===== src/design/falb_pkg.sv =====
package falb_pkg;

	// fixed field widths
	localparam int ADDR_W = 20;
	localparam int LEN_W = 21;
	localparam int REQ_W = 21;
	localparam int NEED_W = 22;
	localparam int PAGES_W = 9;
	localparam int STATUS_W = 2;
	localparam int POLICY_W = 2;

	// defaults of the top-level parameters
	localparam int MAX_SEGMENTS_DEF = 64;
	localparam int PAGE_BYTES_DEF = 4096;
	localparam int HEADER_BYTES_DEF = 16;
	localparam int ALIGN_BYTES_DEF = 8;

	localparam int MIN_PAYLOAD = 8;
	localparam int MAX_REGION_PAGES = 256;
	localparam int ADDR_LIMIT = 1048576;

	// commands
	localparam logic CMD_ALLOC = 1'b0;
	localparam logic CMD_FREE = 1'b1;

	// fit policies
	localparam logic [POLICY_W-1:0] POL_BEST = 2'd0;
	localparam logic [POLICY_W-1:0] POL_WORST = 2'd1;
	localparam logic [POLICY_W-1:0] POL_FIRST = 2'd2;

	// result status codes
	localparam logic [STATUS_W-1:0] ST_OK = 2'd0;
	localparam logic [STATUS_W-1:0] ST_NO_SPACE = 2'd1;
	localparam logic [STATUS_W-1:0] ST_UNKNOWN = 2'd2;

	// classified command handed from front to back
	typedef struct packed {
		logic cmd;
		logic [POLICY_W-1:0] policy;
		logic [NEED_W-1:0] need;
		logic [ADDR_W-1:0] addr;
	} cmd_item_t;

	// one table entry, free segment or used block
	typedef struct packed {
		logic [ADDR_W-1:0] start;
		logic [LEN_W-1:0] len;
	} seg_t;

endpackage


===== src/design/falb_front.sv =====
module falb_front #(
	parameter int ALIGN_BYTES = falb_pkg::ALIGN_BYTES_DEF,
	parameter int HEADER_BYTES = falb_pkg::HEADER_BYTES_DEF
) (
	input logic clk,
	input logic arst_n,
	input logic in_valid,
	output logic in_ready,
	input logic in_cmd,
	input logic [falb_pkg::REQ_W-1:0] in_req,
	input logic [falb_pkg::POLICY_W-1:0] in_policy,
	input logic [falb_pkg::ADDR_W-1:0] in_addr,
	output logic push,
	input logic full,
	output falb_pkg::cmd_item_t push_item
);

	// reciprocal of the alignment, exact for every biased size below 2^NEED_W
	localparam int SH = falb_pkg::NEED_W + 7;
	localparam int MW = SH + 1;
	localparam int PW = falb_pkg::NEED_W + MW;
	localparam longint RECIP = ((longint'(1) << SH) + longint'(ALIGN_BYTES) - 1)
		/ longint'(ALIGN_BYTES);
	localparam logic [MW-1:0] RECIP_V = MW'(RECIP);
	localparam logic [1:0] F_IDLE = 2'd0;
	localparam logic [1:0] F_DIV = 2'd1;
	localparam logic [1:0] F_PUSH = 2'd2;
	localparam logic [1:0] F_SCALE = 2'd3;

	logic [1:0] state_q;
	logic cmd_q;
	logic [falb_pkg::POLICY_W-1:0] policy_q;
	logic [falb_pkg::ADDR_W-1:0] addr_q;
	logic [falb_pkg::NEED_W-1:0] x_q;
	logic [falb_pkg::NEED_W-1:0] quo_q;
	logic [falb_pkg::NEED_W-1:0] req_ext;
	logic [PW-1:0] prod;

	assign in_ready = (state_q == F_IDLE);
	assign push = (state_q == F_PUSH) && !full;

	// minimum payload, then bias for rounding up
	always_comb begin
		req_ext = falb_pkg::NEED_W'(in_req);
		if (req_ext < falb_pkg::NEED_W'(falb_pkg::MIN_PAYLOAD))
			req_ext = falb_pkg::NEED_W'(falb_pkg::MIN_PAYLOAD);
		req_ext = req_ext + falb_pkg::NEED_W'(ALIGN_BYTES - 1);
	end

	// quotient by the alignment through the reciprocal
	assign prod = PW'(x_q) * PW'(RECIP_V);

	always_comb begin
		push_item.cmd = cmd_q;
		push_item.policy = policy_q;
		push_item.addr = addr_q;
		push_item.need = x_q;
	end

	always_ff @(posedge clk or negedge arst_n) begin
		if (!arst_n) begin
			state_q <= F_IDLE;
		end else begin
			case (state_q)
				F_IDLE: begin
					if (in_valid) begin
						if (in_cmd == falb_pkg::CMD_FREE)
							state_q <= F_PUSH;
						else
							state_q <= F_DIV;
					end
				end
				F_DIV: state_q <= F_SCALE;
				F_SCALE: state_q <= F_PUSH;
				F_PUSH: begin
					if (!full)
						state_q <= F_IDLE;
				end
				default: state_q <= F_IDLE;
			endcase
		end
	end

	// payload: capture, divide, then form the rounded size plus header
	always_ff @(posedge clk) begin
		case (state_q)
			F_IDLE: begin
				cmd_q <= in_cmd;
				policy_q <= in_policy;
				addr_q <= in_addr;
				x_q <= req_ext;
			end
			F_DIV: begin
				quo_q <= prod[SH +: falb_pkg::NEED_W];
			end
			F_SCALE: begin
				x_q <= falb_pkg::NEED_W'(quo_q * falb_pkg::NEED_W'(ALIGN_BYTES))
					+ falb_pkg::NEED_W'(HEADER_BYTES);
			end
			default: ;
		endcase
	end

endmodule


===== config.mk =====
export PLATFORM = sky130hd
export DESIGN_NAME = falb_front
export DESIGN_NICKNAME = d
export VERILOG_FILES = /design/src/design/falb_pkg.sv /design/src/design/falb_front.sv
export SDC_FILE = /design/constraint.sdc
export NUM_CORES = 1
export LEC_CHECK = 0
export ABC_CLOCK_PERIOD_IN_PS = 2100
export BUFFER_PORTS_ARGS = -buffer_cell sky130_fd_sc_hd__buf_4
export CORE_MARGIN = 2
export CORE_UTILIZATION = 51
export DETAILED_ROUTE_END_ITERATION = 16
export MAX_ROUTING_LAYER = met4
export PLACE_DENSITY_LB_ADDON = 0.15
export RECOVER_POWER = 25
export SYNTH_ARGS = -nofsm -noshare
export SYNTH_HDL_FRONTEND = slang
export SYNTH_SLANG_ARGS = --single-unit

===== constraint.sdc =====
create_clock -name clk -period 2.1 [get_ports clk]
set_clock_uncertainty 0.05 [all_clocks]
set_input_delay 0.21 -clock clk [delete_from_list [all_inputs] [get_ports clk]]
set_output_delay 0.21 -clock clk [all_outputs]
set_load 0.02 [all_outputs]

==> results_dict.tcl <==
set metrics [dict create \
    viasPerCell 5.15 \
    hold_depth 1 \
    cts_buffers 9 \
    ios 95 \
    grt_max_degree 29 \
    track_usage_pct 22.9 \
    vdd_drop_max_mv 0.849 \
    drv_slew 0 \
    drc_errors 0 \
    top_usage_layer "met2" \
    port_buffers 94 \
    netlist.area_leader.share_pct 63.1 \
    drive_gt1_share_pct 38.9 \
    clk_pin_slew_ns 0.08 \
    synth_mux_area_share_pct 3.00 \
    reg2reg_depth 5 \
    grt_use_met2_pct 40.5 \
    synth_compound_area_share_pct 4.27 \
    p_leak_nw 1.76 \
    hold_path_class "input pin to flip-flop" \
    synth_area_leaders "edfxtp_1, xor2_1, xnor2_1" \
    synth_xor_xnor_area_share_pct 9.48 \
    grt_pass1_wl_mm 10.7 \
    max_slew.worst_pin.slew_ns 0.427 \
    ys_warn_count 0 \
    die_area_sq_um 6610 \
    synth-edff-count 64 \
    syn_inst 232 \
    die_h_um 81.3 \
    cp.required_ns 2.15 \
    async_flop_share_pct 3.03 \
    worstSetupPathType "input pin to flip-flop" \
    h-tree-depth 3 \
    clk_latency_ns 0.34 \
    synth_top_cell_by_area "edfxtp_1" \
    crit_path_end_kind "flip-flop" \
    pre_cts_ws_ns -0.257 \
    clock_path_buffers 2 \
    row_count 28 \
    fin_total_pwr_mw 5.75 \
    cts_tree "yes" \
    grtUsageMet1_pct 26.1 \
    cp_num_buf_inv 1 \
    clock.fmax_ghz 0.508 \
    cp_cell_sequence "buf_4 > nor4_4 > nand3_1 > or2_4 > nand2_1 > ha_2 > nand3_2 > o21ai_2 > a2111oi_2 > a311o_1" \
    slew_headroom_pct 71.4 \
    antenna_left 0 \
    via_count 2343 \
    avgSynthCellArea_sq_um 13.1 \
    crit_cells 10 \
    dp_hpwl_mm 5.12 \
    gr-total-overflow 0 \
    maxCapViolations 0 \
    gp_congestion 0.815 \
    synth_flop_cell "edfxtp_1" \
    clock-root-buffer "clkbuf_8" \
    synth_nets 286 \
    numClockSinks 66 \
    outcome "completed" \
    critical-path-top-delay-family "simple AND/OR/NAND/NOR gates" \
    areaGrowthSynthToFinish_pct 45.2 \
    antenna_found_initial 0 \
    period_needed_ns 1.97 \
    syn_area_sq_um 3050 \
    hold_viol 0 \
    wl_per_cell_um 15.8 \
    synth_seq_cells 66 \
    totalWireLength_mm 7.19 \
    arrival_ns 2.01 \
    finalCritPeriodShare_pct 93.7 \
    synthAdderAreaFrac_pct 2.46 \
    use_met3_pct 3.44 \
    firstDrtPassIters 4 \
    first_global_vias 2307 \
    synth_top_family_by_area "simple AND/OR/NAND/NOR gates" \
    synth.most_common_cell "edfxtp_1" \
    netlist_top_cells_count "edfxtp_1, nand2_1, xor2_1" \
    cp_slowest_cell "nor4_4" \
    drtIter0Drc 160 \
    p_per_area_nw_per_um2 1300 \
    critPathMaxFanout 4 \
    worst_slack_ns 0.131 \
    initial_core_util_pct 52.1 \
    synth_cell_types 37 \
    diodes 0 \
    setup_viol 0 \
    cp-start-kind "input pin" \
    max_stage_delay_ns 0.31 \
    fp.coreArea_sq_um 5850 \
    ys_seq_area_share_pct 64.7 \
    nNetsFinal 429 \
    synth-simple-area-share_pct 14.1 \
    die_width_um 81.3 \
]
-- worst paths after layout --
check / end / slack (ns) / from
max: x_q[4]$_DFFE_PP_ / 0.13 / in_req[19]
min: addr_q[1]$_DFFE_PP_ / 0.02 / in_addr[1]
max reg2reg: x_q[21]$_DFFE_PP_ / 0.22 / quo_q[4]$_DFFE_PP_
min reg2reg: quo_q[2]$_DFFE_PP_ / 0.41 / x_q[5]$_DFFE_PP_
max in group asynchronous: state_q[0]$_DFFE_PN0P_ / 1.75 / arst_n
min in group asynchronous: state_q[1]$_DFFE_PN0P_ / 0.13 / arst_n
-- layout make-up --
class	count	area, sq um
clock buffer	10	128
clock inverter	6	33.8
fill	400	1430
inverter	8	30.0
multi-input combinational	151	1080
sequential	66	1970
tap	75	93.8
timing repair buffer	139	1080
-- worst register-to-register path, delay by kind of cell, from the launching register on --
kind | cells | cell delay (ns)
simple gates | 3 | 0.84
xor+xnor | 1 | 0.13
flops | 1 | 0.41
compound gates | 1 | 0.20
-- cell families after synthesis --
kind of cell	Yosys count
multiplexers	9
flip-flops	66
buffers and inverters	15
AO/OA/AOI/OAI	21
adder cells (fa/ha/maj)	6
AND/OR/NAND/NOR	82
XOR/XNOR	33
-- layer usage --
metal	vias up	wire length (um)
li1	1140	-
met1	1082	2920
met2	113	3600
met3	8	573
met4	0	89
met5	-	0
-- timing repair --
item | CTS | global route
buffers inserted | 0 | 1
hold endpoints to repair | 16 | 2
endpoints found under the setup margin | 0 | 8
gates resized for setup | 0 | 3
hold buffers | 15 | 2
-- cells in the final DEF, fill, tap and decap left out, types with 8 or more instances in the layout --
cell / instances
buf_4: 98
clkbuf_4: 23
clkbuf_8: 9
dlygate4sd3_1: 17
edfxtp_1: 64
mux2i_1: 8
nand2_1: 22
nand3_1: 10
nand4_1: 8
nor2_1: 13
xnor2_1: 14
xor2_1: 19
-- flip-flops by register name, indices dropped and copies added (netlist names) --
name	cells
addr_q	20
cmd_q	1
policy_q	2
quo_q	19
state_q	2
x_q	22
-- metrics by stage --
| step | util, % | cells | hold slack (ns) | setup TNS, ns | cell area [sq um] |
|---|---|---|---|---|---|
| 2_1_floorplan | - | 232 | -0.136 | 0 | 3110 |
| 3_3_place_gp | 69.7 | 421 | -0.0582 | -1.47 | 4080 |
| 3_5_place_dp | 69.7 | 421 | -0.0560 | -2.00 | 4080 |
| 4_1_cts | 75.0 | 452 | 0.000411 | 0 | 4390 |
| 5_1_grt | 75.6 | 455 | 0.0239 | -0.0284 | 4420 |
| 6_report | 75.6 | 455 | 0.0236 | 0 | 4420 |
-- where the power goes --
part / leakage [nW] / internal [mW] / switching (mW)
combinational: 1.04 / 0.889 / 1.34
sequential: 0.642 / 2.30 / 0.320
clock: 0.0811 / 0.418 / 0.482
Note: power is estimated with default switching activity, not from simulation.
