===== src/design/falb_pkg.sv =====
package falb_pkg;

	// fixed field widths
	localparam int ADDR_W = 20;
	localparam int LEN_W = 21;
	localparam int REQ_W = 21;
	localparam int NEED_W = 22;
	localparam int PAGES_W = 9;
	localparam int STATUS_W = 2;
	localparam int POLICY_W = 2;

	// defaults of the top-level parameters
	localparam int MAX_SEGMENTS_DEF = 64;
	localparam int PAGE_BYTES_DEF = 4096;
	localparam int HEADER_BYTES_DEF = 16;
	localparam int ALIGN_BYTES_DEF = 8;

	localparam int MIN_PAYLOAD = 8;
	localparam int MAX_REGION_PAGES = 256;
	localparam int ADDR_LIMIT = 1048576;

	// commands
	localparam logic CMD_ALLOC = 1'b0;
	localparam logic CMD_FREE = 1'b1;

	// fit policies
	localparam logic [POLICY_W-1:0] POL_BEST = 2'd0;
	localparam logic [POLICY_W-1:0] POL_WORST = 2'd1;
	localparam logic [POLICY_W-1:0] POL_FIRST = 2'd2;

	// result status codes
	localparam logic [STATUS_W-1:0] ST_OK = 2'd0;
	localparam logic [STATUS_W-1:0] ST_NO_SPACE = 2'd1;
	localparam logic [STATUS_W-1:0] ST_UNKNOWN = 2'd2;

	// classified command handed from front to back
	typedef struct packed {
		logic cmd;
		logic [POLICY_W-1:0] policy;
		logic [NEED_W-1:0] need;
		logic [ADDR_W-1:0] addr;
	} cmd_item_t;

	// one table entry, free segment or used block
	typedef struct packed {
		logic [ADDR_W-1:0] start;
		logic [LEN_W-1:0] len;
	} seg_t;

endpackage


===== src/design/falb_queue.sv =====
module falb_queue #(
	parameter int DEPTH = 4
) (
	input logic clk,
	input logic arst_n,
	input logic push,
	input falb_pkg::cmd_item_t push_item,
	output logic full,
	input logic pop,
	output logic not_empty,
	output falb_pkg::cmd_item_t pop_item
);

	localparam int PW = $clog2(DEPTH);

	falb_pkg::cmd_item_t slots_q [DEPTH];
	logic [PW-1:0] wr_q;
	logic [PW-1:0] rd_q;
	logic [PW:0] cnt_q;

	assign full = (cnt_q == (PW+1)'(DEPTH));
	assign not_empty = (cnt_q != '0);
	assign pop_item = slots_q[rd_q];

	// pointers and fill level
	always_ff @(posedge clk or negedge arst_n) begin
		if (!arst_n) begin
			wr_q <= '0;
			rd_q <= '0;
			cnt_q <= '0;
		end else begin
			if (push)
				wr_q <= wr_q + 1'b1;
			if (pop)
				rd_q <= rd_q + 1'b1;
			if (push && !pop)
				cnt_q <= cnt_q + 1'b1;
			else if (pop && !push)
				cnt_q <= cnt_q - 1'b1;
		end
	end

	// item storage
	always_ff @(posedge clk) begin
		if (push)
			slots_q[wr_q] <= push_item;
	end

endmodule


===== config.mk =====
export PLATFORM = sky130hd
export DESIGN_NAME = falb_queue
export DESIGN_NICKNAME = d
export VERILOG_FILES = /design/src/design/falb_pkg.sv /design/src/design/falb_queue.sv
export SDC_FILE = /design/constraint.sdc
export NUM_CORES = 1
export LEC_CHECK = 0
export BUFFER_PORTS_ARGS = -buffer_cell sky130_fd_sc_hd__buf_2
export CAP_MARGIN = 20
export CORE_UTILIZATION = 53
export CTS_BUF_LIST = sky130_fd_sc_hd__clkbuf_8
export DETAILED_ROUTE_END_ITERATION = 8
export PLACE_DENSITY = 0.76
export SYNTH_ARGS = -nofsm -noshare
export SYNTH_HDL_FRONTEND = slang
export SYNTH_SLANG_ARGS = --single-unit

===== constraint.sdc =====
create_clock -name clk -period 2 [get_ports clk]
set_input_delay 0.2 -clock clk [delete_from_list [all_inputs] [get_ports clk]]
set_output_delay 0.2 -clock clk [all_outputs]
set_load 0.1 [all_outputs]

==> results.sh, run 1 <==
export IMPL_run_status="complete, but fails checks"
export IMPL_violations="setup timing"
export IMPL_drt_iter0_drc=145
export IMPL_min_period_ps=2130
export IMPL_drtAntennaViolNets=0
export IMPL_hp_class="primary input to flip-flop"
export IMPL_synth_seq_cells=187
export IMPL_synth_area_per_cell_sq_um=25.68
export IMPL_ys_warn_count=0
export IMPL_yosysTopAreaCellShare=0.7823
export IMPL_fin_worst_skew_ps=6.881
export IMPL_dp_slack_ps=187.4
export IMPL_ys_seq_area_frac=0.8077
export IMPL_cpMostUsedCell="buf_12"
export IMPL_cts_made_buffers=17
export IMPL_insertion_delay_ps=440
export IMPL_synth_area_leaders="edfxtp_1, mux4_2, dfrtp_1"
export IMPL_cts_root_buf="clkbuf_8"
export IMPL_synth_ff_type="edfxtp_1"
export IMPL_initial_core_util=0.5453
export IMPL_rows=41
export IMPL_clk_pin_slew_ps=90
export IMPL_multi_input_area_sq_um=1225
export IMPL_fin_ws_ps=-129.5
export IMPL_crit_path_max_incr_delay_ps=510
export IMPL_avgViaCountPerCell=5.280
export IMPL_cp_top_family="flip-flops"
export IMPL_reg2regPathDepth=4
export IMPL_busiest_layer="met2"
export IMPL_design_area_sq_um=9004
export IMPL_postSynthCellCount=269
export IMPL_die_w_um=116.2
export IMPL_slew_violations=0
export IMPL_gp_congestion=0.6599
export IMPL_cp_end_kind="output pin"
export IMPL_cp_required_ps=1800
export IMPL_synth_cell_types=20
export IMPL_vias=3321
export IMPL_place_hpwl_mm=7.262
export IMPL_r2r_slack_ps=390
export IMPL_cp_cell_sequence="buf_12 > buf_12 > mux4_2 > buf_12"
export IMPL_min_path_cells=2
export IMPL_crit_arrival_ps=1930
export IMPL_antenna_found_initial=0
export IMPL_first_pass_iters=4
export IMPL_first_global_vias=3572
export IMPL_slowest_stage="dfrtp_4"
export IMPL_min_from="push"
export IMPL_drive_above_1_share=0.4464
export IMPL_report_final_hold_viol_count=0
export IMPL_drt_total_wl_mm=12.41
export IMPL_io_pins=96
export IMPL_async_flop_share=0.03743
export IMPL_cts_tree="done"
export IMPL_rsz0062_at_grt="yes"
export IMPL_clockBufferDepth=2
export IMPL_drc=0
export IMPL_crit_cells=4
export IMPL_synth_common_cells="edfxtp_1, mux4_2, dfrtp_1"
export IMPL_coreArea_sq_um=12670
export IMPL_fillers=758
export IMPL_area_growth_syn_to_layout_pct=30.32
export IMPL_wl_per_cell_um=19.72
export IMPL_min_to="wr_q[0]$_DFFE_PN0P_"
export IMPL_cts_sinks=187
export IMPL_synth_edff_count=180
export IMPL_grt_use_met1=0.2523
export IMPL_die_h_um=116.2
export IMPL_placed_area_sq_um=7709
export IMPL_crit_fanout=8
export IMPL_regArea_sq_um=5585
export IMPL_drv_cap=0
export IMPL_syn_area_sq_um=6909
export IMPL_grt_use_total=0.2039
export IMPL_yosysTopAreaCell="edfxtp_1"
export IMPL_critPathKind="flip-flop to output pin"
export IMPL_startpoint_type="flip-flop"
export IMPL_grt_use_met2=0.3476
export IMPL_grt_ovfl_total=0
export IMPL_htree_levels=4
export IMPL_diodes=0
export IMPL_slew_headroom=0.6796
export IMPL_path_buf_inv=3
export IMPL_tightestPinTransition_ps=484.0
export IMPL_yosysMostFrequentCell="edfxtp_1"
export IMPL_grt_pass1_wl_mm=18.96
export IMPL_num_nets_final=499
export IMPL_synthesis_nets=324
export IMPL_finalSetupViolCount=44
export IMPL_clock_fmax_mhz=469.6
export IMPL_use_met3=0.06124
export IMPL_regToRegStartpoint="wr_q[1]$_DFFE_PN0P_"
export IMPL_timing_rr_end="slots_q[0][6]$_DFFE_PP_"
export IMPL_portBuffers=95
export IMPL_timing_final_crit_share=1.065
export IMPL_floorplan_die_area_sq_um=13500
export IMPL_grt_max_degree=30
==> what timing repair did <==
| action | CTS | global route |
|---|---|---|
| setup endpoints to repair | 45 | 45 |
| cloned | 2 | 0 |
| buffers inserted | 8 | 2 |
| pin swaps | 0 | 0 |
| gates resized for setup | 98 | 13 |
| endpoints found under the hold margin | 188 | 0 |
| hold buffers | 47 | 0 |
==> metrics by stage <==
stage / TNS, ps / utilization / cells / hold slack (ps)
5_1_grt: -7704 / 0.7106 / 629 / 27.72
3_5_place_dp: 0 / 0.6084 / 540 / 50.17
3_3_place_gp: 0 / 0.6084 / 540 / 42.09
2_1_floorplan: 0 / - / 269 / -95.59
4_1_cts: -6331 / 0.7094 / 629 / 11.79
6_report: -4362 / 0.7106 / 629 / 49.93
==> per-layer routing <==
metal  part of all wire  routed length (um)
met3              0.057                 705
met2               0.53                6535
met5                  0                   0
met4              0.012                 143
met1               0.40                5023
==> flip-flops by register name, summed over array words and instances, names as in the netlist <==
register,count
rd_q,2
slots_q,180
cnt_q,3
wr_q,2
==> worst max path at each step <==
stage	start	end	slack, ps
global placement	rd_q[0]$_DFFE_PN0P_	pop_item[11]	190
detailed placement	rd_q[0]$_DFFE_PN0P_	pop_item[40]	190
floorplan	cnt_q[0]$_DFFE_PN0P_	full	140
global route	rd_q[0]$_DFFE_PN0P_	pop_item[23]	-220
finish	rd_q[0]$_DFFE_PN0P_	pop_item[40]	-130
CTS	rd_q[0]$_DFFE_PN0P_	pop_item[39]	-170
==> cells in the final DEF (no fill, tap or decap), drive strengths merged <==
cell type and instances:
edfxtp 180, buf 119, dlygate4sd3 47, mux4 45, clkbuf 17, inv 9, dfrtp 7, ha 5
clkinvlp 5, and2 4, xor2 4, clkinv 4, xnor2 2, nand2 2, or3 1, nor3b 1
mux2 1, o21ai 1, nor2 1, fa 1, bufinv 1
==> cell type report <==
type,count,area share
clock buffers,17,0.02599
inverters,4,0.001668
clock inverters,15,0.01570
repair buffers,166,0.1763
well taps,172,0.02390
multi-input cells,68,0.1360
flip-flops and latches,187,0.6203
==> kinds of logic (layout without fill, tap and decap cells) <==
logic type                 count (synthesis)  count (layout)  synth area share
DFF                                      187             187            0.8077
AOI/OAI and AO/OA                          1               1         0.0007237
and+or+nand+nor                            9               9          0.007244
xor gates and xnor gates                   6               6          0.007606
buffers and inverters                     14             202           0.01648
muxes                                     46              46            0.1483
adders and majority gates                  6               6           0.01195
Power of run 1 is not shown: default switching activity piles up to over one toggle a cycle in this logic, so the estimate is an artifact.
==> run 2, diff against run 1 <==
--- a/config.mk
+++ b/config.mk
@@ -11,6 +11,8 @@
 export CTS_BUF_LIST = sky130_fd_sc_hd__clkbuf_8
 export DETAILED_ROUTE_END_ITERATION = 8
 export PLACE_DENSITY = 0.76
+export RECOVER_POWER = 25
+export SKIP_CTS_REPAIR_TIMING = 1
 export SYNTH_ARGS = -nofsm -noshare
 export SYNTH_HDL_FRONTEND = slang
 export SYNTH_SLANG_ARGS = --single-unit
==> run 2 against run 1 <==
Compared with the run above:
- the run still ends with setup timing left
- hold slack worse by 8.1 ps
- non-clock buffer count down 3
- core utilization is 0.90 points lower
- first-iteration DRC count grew 1.4%
- final cell count fell by 0.48%
- setup slack worse by 6.4 ps
- die area is the same
- flip-flop and latch count unchanged
- count of clock-buffer cells in the layout is the same
- sequential share of layout area is 0.79 points higher
==> results.sh, run 2 (synthesis results as in run 1) <==
export IMPL_run_status="complete, but fails checks"
export IMPL_violations="setup timing"
export IMPL_wl_per_cell_um=19.12
export IMPL_cts_made_buffers=17
export IMPL_clk_pin_slew_ps=90
export IMPL_critPathKind="flip-flop to output pin"
export IMPL_gp_congestion=0.6599
export IMPL_die_w_um=116.2
export IMPL_grt_pass1_wl_mm=17.32
export IMPL_drt_total_wl_mm=11.97
export IMPL_reg2regPathDepth=4
export IMPL_startpoint_type="flip-flop"
export IMPL_path_buf_inv=2
export IMPL_hp_class="primary input to flip-flop"
export IMPL_drtAntennaViolNets=0
export IMPL_setup_tns_ps=-4197
export IMPL_cp_end_kind="output pin"
export IMPL_regToRegStartpoint="wr_q[0]$_DFFE_PN0P_"
export IMPL_report_final_hold_viol_count=0
export IMPL_final_common_cell="edfxtp_1"
export IMPL_fin_worst_skew_ps=7.110
export IMPL_drc=0
export IMPL_grt_use_total=0.1865
export IMPL_drt_iter0_drc=147
export IMPL_drive_above_1_share=0.3877
export IMPL_rows=41
export IMPL_setup_worst_path_start="rd_q[0]$_DFFE_PN0P_"
export IMPL_floorplan_die_area_sq_um=13500
export IMPL_cp_cell_sequence="buf_12 > mux4_2 > buf_6"
export IMPL_slew_violations=0
export IMPL_portBuffers=95
export IMPL_avgViaCountPerCell=5.275
export IMPL_crit_path_max_incr_delay_ps=560
export IMPL_timing_final_crit_share=1.068
export IMPL_num_nets_final=496
export IMPL_reg_largest_list="slots_q x180, cnt_q x3"
export IMPL_mostFrequentLayoutCells="edfxtp_1, dlygate4sd3_1, mux4_2"
export IMPL_htree_levels=4
export IMPL_first_pass_iters=4
export IMPL_slew_headroom=0.6795
export IMPL_cts_sinks=187
export IMPL_area_growth_syn_to_layout_pct=28.67
export IMPL_regMostFlops="slots_q"
export IMPL_timing_rr_end="slots_q[0][28]$_DFFE_PP_"
export IMPL_crit_cells=3
export IMPL_r2r_slack_ps=400
export IMPL_worst_hold_slack_ps=41.84
export IMPL_grt_ovfl_total=0
export IMPL_endpoint="pop_item[40]"
export IMPL_rsz0062_at_grt="yes"
export IMPL_slowest_stage="mux4_2"
export IMPL_diodes=0
export IMPL_min_period_ps=2136
export IMPL_cts_tree="done"
export IMPL_drv_cap=0
export IMPL_cp_required_ps=1800
export IMPL_clockBufferDepth=2
export IMPL_first_global_vias=3250
export IMPL_fin_ws_ps=-136.0
export IMPL_cp_top_family="multiplexers"
export IMPL_vias=3302
export IMPL_crit_arrival_ps=1940
export IMPL_clock_fmax_mhz=468.2
export IMPL_antenna_found_initial=0
export IMPL_insertion_delay_ps=450
export IMPL_initial_core_util=0.5453
export IMPL_largest_reg_flops=180
export IMPL_grt_max_degree=30
export IMPL_coreArea_sq_um=12670
export IMPL_cts_root_buf="clkbuf_8"
export IMPL_die_h_um=116.2
export IMPL_io_pins=96
export IMPL_crit_fanout=15
export IMPL_finalSetupViolCount=45
export IMPL_fillers=797
export IMPL_place_hpwl_mm=7.262
export IMPL_tightestPinTransition_ps=484.1
run 2: area by class of cell:
cell class	instances	area (sq um)	area share
well taps	172	215.2	0.02421
multi-input cells	68	1225	0.1378
clock inverters	15	141.4	0.01590
repair buffers	163	1474	0.1658
clock buffers	17	234.0	0.02632
inverters	4	15.01	0.001689
flip-flops and latches	187	5585	0.6283
run 2: stage by stage:
step	area (sq um)	util	cells	setup slack (ps)
3_3_place_gp	7709	0.6084	540	191.9
6_report	8890	0.7016	626	-136.0
4_1_cts	8084	0.6380	572	-329.8
2_1_floorplan	6919	-	269	138.7
5_1_grt	8890	0.7016	626	-226.7
3_5_place_dp	7709	0.6084	540	187.4
run 2: worst min path at each step:
stage,startpoint,cells after the start,endpoint
CTS,arst_n,1,cnt_q[1]$_DFFE_PN0P_
detailed placement,arst_n,1,cnt_q[2]$_DFFE_PN0P_
floorplan,arst_n,0,cnt_q[0]$_DFFE_PN0P_
global route,push,2,wr_q[0]$_DFFE_PN0P_
finish,push,2,wr_q[0]$_DFFE_PN0P_
global placement,arst_n,1,cnt_q[2]$_DFFE_PN0P_
run 2: per-layer routing:
metal	vias to the layer above	global-route usage	wire (um)
li1	1479	-	-
met4	0	0.06667	126
met2	95	0.3111	6423
met3	11	0.06331	591
met5	-	0	0
met1	1717	0.2295	4825
Power of run 2 is left out for the same reason.
==> run 3, diff against run 2 <==
--- a/config.mk
+++ b/config.mk
@@ -7,10 +7,11 @@
 export LEC_CHECK = 0
 export BUFFER_PORTS_ARGS = -buffer_cell sky130_fd_sc_hd__buf_2
 export CAP_MARGIN = 20
-export CORE_UTILIZATION = 53
-export CTS_BUF_LIST = sky130_fd_sc_hd__clkbuf_8
+export CORE_MARGIN = 2
+export CORE_UTILIZATION = 51
 export DETAILED_ROUTE_END_ITERATION = 8
-export PLACE_DENSITY = 0.76
+export GPL_ROUTABILITY_DRIVEN = 0
+export PLACE_DENSITY = 0.74
 export RECOVER_POWER = 25
 export SKIP_CTS_REPAIR_TIMING = 1
 export SYNTH_ARGS = -nofsm -noshare
==> run 3 against run 2 <==
Compared with the run above:
- the run still ends with setup timing left
- sequential share of layout area fell by 1.5 points
- final area rose by 2.4%
- via count fell by 1.5%
- critical path type unchanged
- highest routed layer unchanged
==> results.sh, run 3 (synthesis results as in run 1) <==
export IMPL_run_status="complete, but fails checks"
export IMPL_violations="setup timing"
export IMPL_die_w_um=120.4
export IMPL_report_final_hold_viol_count=0
export IMPL_htree_levels=4
export IMPL_largest_reg_flops=180
export IMPL_portBuffers=95
export IMPL_critPathKind="flip-flop to output pin"
export IMPL_fin_ws_ps=-114.4
export IMPL_grt_ovfl_total=0
export IMPL_place_hpwl_mm=6.785
export IMPL_drt_total_wl_mm=12.63
export IMPL_first_pass_iters=7
export IMPL_cts_sinks=187
export IMPL_floorplan_die_area_sq_um=14490
export IMPL_die_h_um=120.4
export IMPL_cts_made_buffers=17
export IMPL_rsz0062_at_grt="yes"
export IMPL_finalSetupViolCount=45
export IMPL_finalNonFillerCells=622
export IMPL_fillers=859
export IMPL_drc=0
export IMPL_vias=3253
export IMPL_slowest_stage="dfrtp_4"
export IMPL_rows=42
export IMPL_min_path_cells=2
export IMPL_regMostFlops="slots_q"
export IMPL_dp_slack_ps=223.5
export IMPL_grt_use_total=0.1726
export IMPL_clk_pin_slew_ps=60
export IMPL_clockBufferDepth=2
export IMPL_crit_path_max_incr_delay_ps=540
export IMPL_cts_tree="done"
export IMPL_crit_fanout=9
export IMPL_first_global_vias=3256
export IMPL_tightestPinTransition_ps=494.9
export IMPL_reg2regPathDepth=4
export IMPL_slew_headroom=0.6723
export IMPL_antenna_found_initial=0
export IMPL_cp_end_kind="output pin"
export IMPL_mostFrequentLayoutCells="edfxtp_1, dlygate4sd3_1, mux4_2"
export IMPL_cts_root_buf="clkbuf_16"
export IMPL_min_period_ps=2114
export IMPL_coreArea_sq_um=13240
export IMPL_drv_cap=0
export IMPL_cp_required_ps=1800
export IMPL_insertion_delay_ps=420
export IMPL_drive_above_1_share=0.3632
export IMPL_cp_cell_sequence="clkbuf_16 > mux4_2 > buf_6"
export IMPL_wl_per_cell_um=20.31
export IMPL_slew_violations=0
export IMPL_diodes=0
export IMPL_crit_arrival_ps=1910
export IMPL_final_common_cell="edfxtp_1"
export IMPL_grt_pass1_wl_mm=17.92
export IMPL_reg_largest_list="slots_q x180, cnt_q x3"
export IMPL_io_pins=96
export IMPL_drt_iter0_drc=203
export IMPL_dp_cells=539
export IMPL_startpoint_type="flip-flop"
export IMPL_hp_class="primary input to flip-flop"
export IMPL_timing_final_crit_share=1.057
export IMPL_num_nets_final=488
export IMPL_clock_fmax_mhz=472.9
export IMPL_initial_core_util=0.5217
export IMPL_drtAntennaViolNets=0
export IMPL_avgViaCountPerCell=5.230
export IMPL_grt_max_degree=47
export IMPL_fin_worst_skew_ps=6.445
export IMPL_area_growth_syn_to_layout_pct=31.73
export IMPL_final_core_util=0.6873
[run 3: cell count changes in the layout (fill, tap and decap cells not counted), sizes merged]
| cell | before | now |
|---|---|---|
| clkbuf | 42 | 46 |
| clkinv | 4 | 6 |
| buf | 91 | 80 |
| bufinv | 1 | 4 |
| clkinvlp | 5 | 4 |
| inv | 9 | 4 |
[run 3: final cells by class]
class	instances	area, sq um	share of cell area
clock buffers	18	429.2	0.04715
inverters	4	15.01	0.001650
well taps	176	220.2	0.02420
repair buffers	155	1449	0.1592
clock inverters	14	177.7	0.01952
flip-flops and latches	187	5585	0.6137
multi-input cells	68	1225	0.1346
[run 3: path summary, 6_finish.rpt]
| check | start | endpoint | slack [ps] |
|---|---|---|---|
| worst max-delay path | rd_q[0]$_DFFE_PN0P_ | pop_item[24] | -110 |
| worst min-delay path | push | wr_q[0]$_DFFE_PN0P_ | 60 |
| worst max register to register | wr_q[0]$_DFFE_PN0P_ | slots_q[2][14]$_DFFE_PP_ | 380 |
| worst min register to register | cnt_q[2]$_DFFE_PN0P_ | cnt_q[2]$_DFFE_PN0P_ | 490 |
| max in group asynchronous | arst_n | rd_q[0]$_DFFE_PN0P_ | 1440 |
| min in group asynchronous | arst_n | cnt_q[1]$_DFFE_PN0P_ | 220 |
[run 3: routing by layer]
| metal | GRT usage | share of wire |
|---|---|---|
| met5 | 0 | 0 |
| met4 | 0.07485 | 0.016 |
| met3 | 0.05283 | 0.044 |
| met2 | 0.2800 | 0.52 |
| met1 | 0.2172 | 0.42 |
[run 3: stage by stage]
| step | setup TNS (ps) | hold slack [ps] | instance area [sq um] |
|---|---|---|---|
| 5_1_grt | -7106 | 74.72 | 9101 |
| 3_5_place_dp | 0 | 46.55 | 7676 |
| 4_1_cts | -8721 | -411.1 | 8283 |
| 3_3_place_gp | 0 | 40.83 | 7676 |
| 6_report | -4064 | 59.99 | 9101 |
| 2_1_floorplan | 0 | -95.59 | 6919 |
[run 3: worst max-delay path, delay by kind of cell (launching register included)]
kind / cells / cell delay [ps]
buf+inv: 2 / 420
flops: 1 / 540
mux: 1 / 530
Power of run 3 is left out for the same reason.
